$ cat src/omsrs_pkg.sv
// ----------------------------------------------------------------------------
// omsrs_pkg
// shared types and constants for the ordered multiset rank/select block
// ----------------------------------------------------------------------------
package omsrs_pkg;

    localparam int DEF_CAPACITY   = 256;
    localparam int DEF_COUNT_BITS = 16;
    localparam int VALUE_BITS     = 31;
    localparam int TOTAL_BITS     = 24;

    localparam logic [VALUE_BITS-1:0] SENTINEL_POS = 31'sh3f3f3f3f;
    localparam logic [VALUE_BITS-1:0] SENTINEL_NEG = -31'sh3f3f3f3f;
    localparam logic [TOTAL_BITS-1:0] TOTAL_MAX    = {TOTAL_BITS{1'b1}};

    typedef enum logic [2:0] {
        ACT_INSERT = 3'd0,
        ACT_REMOVE = 3'd1,
        ACT_RANK   = 3'd2,
        ACT_KTH    = 3'd3,
        ACT_PRED   = 3'd4,
        ACT_SUCC   = 3'd5
    } action_t;

    typedef enum logic [1:0] {
        ST_OK     = 2'd0,
        ST_FULL   = 2'd1,
        ST_KRANGE = 2'd2,
        ST_ABSENT = 2'd3
    } status_t;

    typedef enum logic [1:0] {
        S_IDLE,
        S_WAVE,
        S_DONE
    } state_t;

    // broadcast from the sequencer to every cell
    typedef struct packed {
        action_t                action;
        logic [VALUE_BITS-1:0]  operand;
        logic                   apply;
        logic                   hit;
        logic                   single;
    } cmd_t;

    // partial result handed from cell to cell
    typedef struct packed {
        logic [TOTAL_BITS-1:0]  acc;
        logic [VALUE_BITS-1:0]  ans;
        logic                   found;
        logic                   hit;
        logic                   sat;
        logic                   single;
    } carry_t;

endpackage

$ cat src/omsrs_cell.sv
// ----------------------------------------------------------------------------
// omsrs_cell
// one slot of the sorted chain: value, copy count and scan carry register
// ----------------------------------------------------------------------------
module omsrs_cell
    import omsrs_pkg::*;
#(
    parameter int COUNT_BITS = DEF_COUNT_BITS
)
(
    input  logic                   clk,
    input  logic                   rst_n,
    input  cmd_t                   cmd,
    input  logic [VALUE_BITS-1:0]  left_value,
    input  logic [COUNT_BITS-1:0]  left_count,
    input  logic                   left_lt,
    input  logic [VALUE_BITS-1:0]  right_value,
    input  logic [COUNT_BITS-1:0]  right_count,
    input  carry_t                 carry_in,
    output carry_t                 carry_out,
    output logic [VALUE_BITS-1:0]  value,
    output logic [COUNT_BITS-1:0]  count,
    output logic                   lt
);

    localparam logic [COUNT_BITS-1:0] COUNT_MAX = {COUNT_BITS{1'b1}};
    localparam logic [COUNT_BITS-1:0] COUNT_ONE = COUNT_BITS'(1);

    logic [VALUE_BITS-1:0] value_reg, value_next;
    logic [COUNT_BITS-1:0] count_reg, count_next;
    carry_t                carry_reg, carry_next;
    logic                  valid, eq, gt;
    logic [TOTAL_BITS-1:0] cnt_ext, cum;

    assign valid   = (count_reg != '0);
    assign lt      = valid && ($signed(value_reg) < $signed(cmd.operand));
    assign eq      = valid && (value_reg == cmd.operand);
    assign gt      = valid && ($signed(value_reg) > $signed(cmd.operand));
    assign cnt_ext = TOTAL_BITS'(count_reg);
    assign cum     = carry_in.acc + cnt_ext;

    always_comb
    begin
        carry_next        = carry_in;
        carry_next.hit    = carry_in.hit || eq;
        carry_next.sat    = carry_in.sat || (eq && count_reg == COUNT_MAX);
        carry_next.single = carry_in.single || (eq && count_reg == COUNT_ONE);
        case (cmd.action)
            ACT_RANK:
            begin
                if (lt)
                begin
                    carry_next.acc = cum;
                end
            end
            ACT_KTH:
            begin
                carry_next.acc = cum;
                if (!carry_in.found && valid
                    && cmd.operand[TOTAL_BITS-1:0] <= cum)
                begin
                    carry_next.found = 1'b1;
                    carry_next.ans   = value_reg;
                end
            end
            ACT_PRED:
            begin
                if (lt)
                begin
                    carry_next.ans = value_reg;
                end
            end
            ACT_SUCC:
            begin
                if (!carry_in.found && gt)
                begin
                    carry_next.found = 1'b1;
                    carry_next.ans   = value_reg;
                end
            end
            default:
            begin
            end
        endcase
    end

    always_comb
    begin
        value_next = value_reg;
        count_next = count_reg;
        if (cmd.apply)
        begin
            case (cmd.action)
                ACT_INSERT:
                begin
                    if (cmd.hit)
                    begin
                        if (eq)
                        begin
                            count_next = count_reg + COUNT_ONE;
                        end
                    end
                    else if (!lt)
                    begin
                        // open a slot: first cell at or above the operand takes it
                        if (left_lt)
                        begin
                            value_next = cmd.operand;
                            count_next = COUNT_ONE;
                        end
                        else
                        begin
                            value_next = left_value;
                            count_next = left_count;
                        end
                    end
                end
                ACT_REMOVE:
                begin
                    if (!cmd.single)
                    begin
                        if (eq)
                        begin
                            count_next = count_reg - COUNT_ONE;
                        end
                    end
                    else if (!lt)
                    begin
                        value_next = right_value;
                        count_next = right_count;
                    end
                end
                default:
                begin
                end
            endcase
        end
    end

    always_ff @(posedge clk)
    begin
        value_reg <= value_next;
    end

    always_ff @(posedge clk or negedge rst_n)
    begin
        if (!rst_n)
        begin
            count_reg <= '0;
            carry_reg <= '0;
        end
        else
        begin
            count_reg <= count_next;
            carry_reg <= carry_next;
        end
    end

    assign carry_out = carry_reg;
    assign value     = value_reg;
    assign count     = count_reg;

endmodule

$ cat config.mk
export PLATFORM = sky130hd
export DESIGN_NAME = omsrs_cell
export DESIGN_NICKNAME = d
export VERILOG_FILES = /design/src/omsrs_pkg.sv /design/src/omsrs_cell.sv
export SDC_FILE = /design/constraint.sdc
export NUM_CORES = 1
export LEC_CHECK = 0
export CAP_MARGIN = 20
export CORE_MARGIN = 5
export CORE_UTILIZATION = 50
export DETAILED_ROUTE_END_ITERATION = 16
export DONT_BUFFER_PORTS = 1
export PLACE_DENSITY_LB_ADDON = 0.1
export SYNTH_ARGS = -nofsm -noshare
export SYNTH_HDL_FRONTEND = slang
export SYNTH_SLANG_ARGS = --single-unit
$ cat constraint.sdc
create_clock -name clk -period 4.8 [get_ports clk]
set_input_delay 0.48 -clock clk [delete_from_list [all_inputs] [get_ports clk]]
set_output_delay 0.48 -clock clk [all_outputs]
set_load 0.1 [all_outputs]
==> flow_summary.yaml, run 1 <==
worst_setup_path:
  crit_path_max_incr_delay_ns: 0.56
  critical_path.slowest_cell: "or4_4"
  endpoint_kind: "flop"
  start_kind: "flop"
  crit_fanout: 8
  worst-setup-path-type: "reg2reg"
  rrSetupSlack_ns: 0.004
  worstPathRequired_ns: 5.05
  path_delay_family: "compound AO/OA/AOI/OAI gates"
  worstPathArrival_ns: 5.04
  timing.critical_path.cells: "ha_1 > o21a_1 > o21a_1 > a2111oi_4 > nor3_2 > buf_4 > o21ai_4 > a21oi_1 > xnor2_1 > ha_1 > nand4_1 > or4_4 > o21ai_2 > a21oi_2 > nor4_2 > buf_4 > a311oi_4 > buf_6 > buf_16 > mux2_4"
  worst-path-buf-inv: 4
finish:
  area_delta_synth_final_pct: 16.6
  layout.area.seq_um2: 2830
  largest_register_ffs: 59
  final_layout_size_suffix_gt1_share_pct: 20.0
  final_net_count: 1154
  post-route-cell-area_um2: 9280
  num_antenna_cells: 0
  multiInputGateArea_um2: 4940
  layout.filler_cells: 1393
  final_cells: 1107
sta:
  final_critical_path_setup_slack_ns: 0.00362
  worstMarginPinSlew_ns: 0.978
  fin_worst_skew_ns: 0.00772
  timing_hold_violations_final: 0
  layout_worst_path_cycle_share_pct: 99.9
  rsz_0062_raised_after_global_routing: "yes"
  slew_headroom_pct: 34.8
  setup_violations: 0
  layout_min_cycle_time_ns: 4.80
  maxSlewViolCount: 0
  hold-worst-slack_ns: 0.00670
  max_freq_ghz: 0.208
placement:
  dpl_cell_area_um2: 8640
  place_ws_ns: -0.213
  place_inst: 1071
  placement.io_buffers: 0
  place_congestion: 0.921
  detailed_place_hpwl_mm: 19.9
logic_synthesis:
  synth_xor_xnor_area_share_pct: 5.50
  postSynthNetCount: 1104
  synth-seq-cells: 106
  synthDistinctLibCells: 68
  synth_warnings: 0
  asyncSetResetFlopFracSynth_pct: 70.8
  post_syn_area_um2: 7960
  post_synth.cell_area_avg_um2: 9.52
  synth_top_family_by_area: "compound AO/OA/AOI/OAI gates"
  synth_simple_gate_area_share_pct: 13.7
  ys_seq_area_share_pct: 35.3
  muxShareOfSynthArea_pct: 10.5
  complex_gate_fraction_of_the_synthesized_area_pct: 18.3
  ys.flop_type: "dfrtp_1"
  synth_edf_count: 31
  synthCells: 836
  area_share_of_fa_ha_maj_cells_after_synthesis_pct: 11.9
global_routing:
  via_count_of_the_first_global_routing_pass: 6811
  grt_max_degree: 76
  grt_pass1_wl_mm: 38.5
  overflow_left_after_global_routing: 0
  overall_global_routing_usage_pct: 26.8
  number_of_antenna_violations_at_the_first_check_in_global_routing: 0
power_and_ir_drop:
  p_int_mw: 2.24
  share_of_power_burned_in_combinational_logic_pct: 45.4
  total_leakage_power_nw: 4.08
  power.share.switching_pct: 48.5
  power_density_nw_per_um2: 468
  max-vdd-ir-drop_mv: 0.274
  seq_power_share_pct: 35.4
  total_power_mw: 4.35
  clkPwrFrac_pct: 19.2
  power.net_switching_mw: 2.11
cts:
  number_of_clock_buffers_inserted_by_tritoncts: 9
  cts_tree: "built"
  cts.sinks: 106
  cts.htree.levels: 3
  clk-insertion-delay-late_ns: 0.36
  cts.reportedPaths.clkPinSlew_ns: 0.07
  max_clock_buf_depth: 2
  cts.root.buffer_cell: "clkbuf_16"
detailed_routing:
  drt_wl_total_mm: 25.5
  initialDrtViolationCount: 521
  num_vias: 6678
  route.detailed.wl_per_inst_um: 23.0
  vias_per_cell: 6.03
  route.antenna.remaining_nets: 0
  drt_first_pass_iters: 8
  post-route-drc-count: 0
die:
  placementRows: 46
  dieWidth_um: 136
  initial_core_util_pct: 50.5
  floorplan.die.height_um: 136
  floorplan.core_area_um2: 15800
  ioPinCount: 300
  die_area_um2: 18500
outcome:
  status: "complete, no violations"
run:
  cap_violations: 0
min_path:
  holdCritPathClass: "in2async"
## power groups by stage
stage,clock [mW],sequential [mW],combinational (mW)
after global placement,0,1.56,1.79
after detailed placement,0,1.56,1.84
after floorplan,0,1.92,1.07
after CTS,0.844,1.54,1.96
final,0.834,1.54,1.98
after global routing,0.879,1.55,2.15
## path summary, 6_finish.rpt
path,cells past startpoint,start,endpoint
worst max-delay path,20,count[4]$_DFFE_PN0P_,carry_out[25]$_DFF_PN0_
worst min-delay path,1,rst_n,carry_out[11]$_DFF_PN0_
worst max register to register,20,count[4]$_DFFE_PN0P_,carry_out[25]$_DFF_PN0_
worst min register to register,2,count[0]$_DFFE_PN0P_,carry_out[35]$_DFF_PN0_
max in group asynchronous,1,rst_n,count[4]$_DFFE_PN0P_
min in group clk,1,carry_in[58],carry_out[58]$_DFF_PN0_
## cell type report
type                    count  share of cell area [%]
multi-input cells         638                    53.2
flip-flops and latches    106                    30.5
repair buffers             85                    7.99
well taps                 216                    2.91
clock buffers              11                    2.61
inverters                  46                    1.86
clock inverters             5                   0.930
## logic make-up after synthesis
logic type	Yosys count
AOI/OAI and AO/OA	225
xor gates and xnor gates	50
adders and majority gates	75
buffers and inverters	92
DFF	106
muxes	68
and+or+nand+nor	220
## layer usage
| layer | GRT usage, % | routed length (µm) |
|---|---|---|
| met1 | 31.1 | 9530 |
| met3 | 6.92 | 2250 |
| met5 | 0 | 0 |
| met2 | 47.9 | 13000 |
| met4 | 9.18 | 661 |
## cell usage after synthesis (4+ instances only)
master    count  area (µm²)
nand3_1      23         115
or3_1         7        43.8
or2_2         6        37.5
xnor2_1      30         263
inv_1        46         173
or4_1         5        37.5
dfrtp_1      75        1880
nand2_1      71         267
clkbuf_1     33         124
nor3_1       19        95.1
nor2_1       44         165
o21ai_0      77         385
a211oi_1     19         143
a221oi_1     17         149
xor2_1       20         175
buf_2         5        25.0
nand4_1      12        75.1
buf_6         4        45.0
o21a_1        9        67.6
o31ai_1      17         128
a21o_1       11        82.6
edfxtp_1     31         931
mux2_4       30         450
mux2i_1      33         330
a21oi_1      44         220
ha_1         74         926
and3_1        5        31.3
nor4_1        5        31.3
## through the flow
step,util (%),setup TNS [ns]
floorplan,-,0
global route,58.9,-5.96
finish,58.9,0
detailed placement,54.8,-6.32
CTS,58.7,-1.45
global placement,54.8,-0.0766
## repair_timing
action,CTS,global route
pin swaps,20,11
cloned,3,0
setup endpoints to repair,31,31
hold endpoints to repair,75,0
gates resized for setup,19,1
hold buffers,1,0
buffers inserted,13,2
## layout by cell type (no fill, tap or decap), types with 31 or more instances in the layout
cell      synthesis  layout
buf_4             1      77
edfxtp_1         31      31
nor2_1           44      41
nand2_1          71      71
inv_1            46      46
ha_1             74      71
mux2i_1          33      33
a21oi_1          44      42
o21ai_0          77      73
dfrtp_1          75      67
No activity file was read; power rests on OpenSTA's default activity.
==> run 2: changes to the inputs <==
Settings changed: CORE_MARGIN 5 to not set, GPL_TIMING_DRIVEN set to 1.
==> run 2 against run 1 <==
  * The run now ends with negative setup slack left
  * Hold slack gained 0.0078 ns
  * Clock skew rose by 0.0032 ns
  * Final cell count fell by 0.54%
  * Total power is 0.42% lower
  * Critical path depth down 2
  * First-iteration DRC count is 11% lower
  * Largest cell class unchanged
==> flow_summary.yaml, run 2 (synthesis results as in run 1) <==
outcome:
  status: "complete, but fails checks"
  violations: "negative setup slack"
finish:
  final_cells: 1101
  area_delta_synth_final_pct: 16.5
  multiInputGateArea_um2: 4980
  final_net_count: 1153
  highest_count_cells_in_the_layout_ignoring_fill_and_taps: "buf_4, o21ai_0, nand2_1"
  final_layout_size_suffix_gt1_share_pct: 20.7
  mostFrequentLayoutCell: "buf_4"
  finish.utilization_pct: 60.4
  num_antenna_cells: 0
  largest_register_ffs: 59
  layout.area.seq_um2: 2830
  layout.filler_cells: 1273
die:
  initial_core_util_pct: 51.8
  placementRows: 45
  dieWidth_um: 128
  ioPinCount: 300
  die_area_um2: 16400
  floorplan.die.height_um: 128
  floorplan.core_area_um2: 15400
detailed_routing:
  drt_first_pass_iters: 5
  route.detailed.wl_per_inst_um: 22.3
  vias_per_cell: 6.16
  drt_wl_total_mm: 24.6
  num_vias: 6777
  route.antenna.remaining_nets: 0
  post-route-drc-count: 0
  initialDrtViolationCount: 463
sta:
  final_critical_path_setup_slack_ns: -0.0422
  slew_headroom_pct: 34.1
  layout_worst_path_cycle_share_pct: 101
  setup_violations: 20
  timing_hold_violations_final: 0
  hold-worst-slack_ns: 0.0145
  rsz_0062_raised_after_global_routing: "yes"
  fin_worst_skew_ns: 0.0110
  layout_min_cycle_time_ns: 4.84
  worstMarginPinSlew_ns: 0.989
  max_freq_ghz: 0.207
  maxSlewViolCount: 0
global_routing:
  top_usage_layer: "met2"
  grt.met1_usage_pct: 34.3
  grt_util_met2_pct: 50.2
  number_of_antenna_violations_at_the_first_check_in_global_routing: 0
  grt_pass1_wl_mm: 36.3
  globalRouteMet3Util_pct: 6.51
  via_count_of_the_first_global_routing_pass: 6549
  grt_max_degree: 76
  overflow_left_after_global_routing: 0
  overall_global_routing_usage_pct: 29.2
worst_setup_path:
  crit_top_cell: "ha_4"
  worstPathRequired_ns: 5.05
  worst-setup-path-type: "reg2reg"
  rr_worst_depth: 18
  regToRegStartpoint: "count[1]$_DFFE_PN0P_"
  endpoint_kind: "flop"
  critical_path.slowest_cell: "dfrtp_4"
  timing.critical_path.cells: "ha_4 > a211oi_2 > o21ai_2 > a2111oi_4 > nor3_4 > o2111a_1 > o21a_1 > or2_2 > ha_4 > nand4_1 > or3_4 > a21o_1 > a21oi_2 > nor4_4 > a311oi_4 > buf_6 > buf_16 > mux2_2"
  worstPathArrival_ns: 5.09
  crit_path_max_incr_delay_ns: 0.49
  start_kind: "flop"
  rrSetupSlack_ns: -0.04
  reg2reg_to: "carry_out[34]$_DFF_PN0_"
  crit_fanout: 7
  startpoint: "count[1]$_DFFE_PN0P_"
cts:
  cts.htree.levels: 3
  clk-insertion-delay-late_ns: 0.36
  cts.root.buffer_cell: "clkbuf_16"
  cts_tree: "built"
  max_clock_buf_depth: 2
  cts.sinks: 106
  cts.reportedPaths.clkPinSlew_ns: 0.08
  number_of_clock_buffers_inserted_by_tritoncts: 9
power_and_ir_drop:
  max-vdd-ir-drop_mv: 0.224
  power_density_nw_per_um2: 466
  total_leakage_power_nw: 4.07
placement:
  place_inst: 1066
  detailed_place_hpwl_mm: 18.7
  place_ws_ns: -0.155
  placement.io_buffers: 0
  place_congestion: 0.855
min_path:
  holdCritPathClass: "in2async"
run:
  cap_violations: 0
[run 2: changes by cell type in the layout (fill, tap and decap cells not counted), moves of 2 or more]
cell and change:
a211oi_2 +2, buf_4 -2, clkinvlp_4 +3, nor2_1 -2
nor2_2 +2
[run 2: worst max-delay path by stage]
stage,to,cells past startpoint,slack (ns)
6_report,carry_out[34]$_DFF_PN0_,18,-0.04
5_1_grt,carry_out[20]$_DFF_PN0_,19,-0.19
4_1_cts,carry_out[8]$_DFF_PN0_,19,-0.03
3_5_place_dp,carry_out[8]$_DFF_PN0_,18,-0.16
3_3_place_gp,carry_out[8]$_DFF_PN0_,18,-0.03
2_1_floorplan,carry_out[10]$_DFF_PN0_,18,0.005
[run 2: power by group]
group	switching, mW	internal [mW]	leakage (nW)
Sequential	0.499	1.04	1.17
Clock	0.365	0.408	0.138
Combinational	1.28	0.738	2.77
Total	2.14	2.19	4.07
[run 2: what timing repair did]
action,in CTS,in global routing
setup endpoints to repair,31,31
pin swaps,2,16
setup buffers,9,5
cloned,2,1
hold endpoints to repair,75,0
hold buffers,1,0
gates resized for setup,15,10
[run 2: per-stage QoR]
stage | setup TNS [ns] | area, µm² | total power, mW
CTS | -0.299 | 9160 | 4.27
detailed placement | -4.39 | 8630 | 3.40
floorplan | 0 | 8050 | 2.99
global route | -5.01 | 9280 | 4.54
global placement | -0.674 | 8630 | 3.35
finish | -0.388 | 9280 | 4.33
[run 2: routing by layer]
metal / vias to the layer above / share of wire (%) / wire [µm]
met5: - / 0 / 0
met4: 0 / 3.8 / 927
met3: 50 / 7.5 / 1850
met2: 310 / 50 / 12200
met1: 3241 / 39 / 9590
li1: 3176 / - / -
[run 2: layout make-up]
cell class	count	share of cell area, %
multi-input combinational	638	53.7
tap	211	2.84
timing repair buffer	84	7.93
clock inverter	7	0.809
inverter	46	1.86
sequential	106	30.5
clock buffer	9	2.43
[run 2: critical path: cells and delay by family (launching register included)]
family,cells,cell delay [ns]
muxes,1,0.34
DFF,1,0.49
adders and majority gates,2,0.52
buffers and inverters,2,0.33
AOI/OAI and AO/OA,8,2.04
and+or+nand+nor,5,1.00
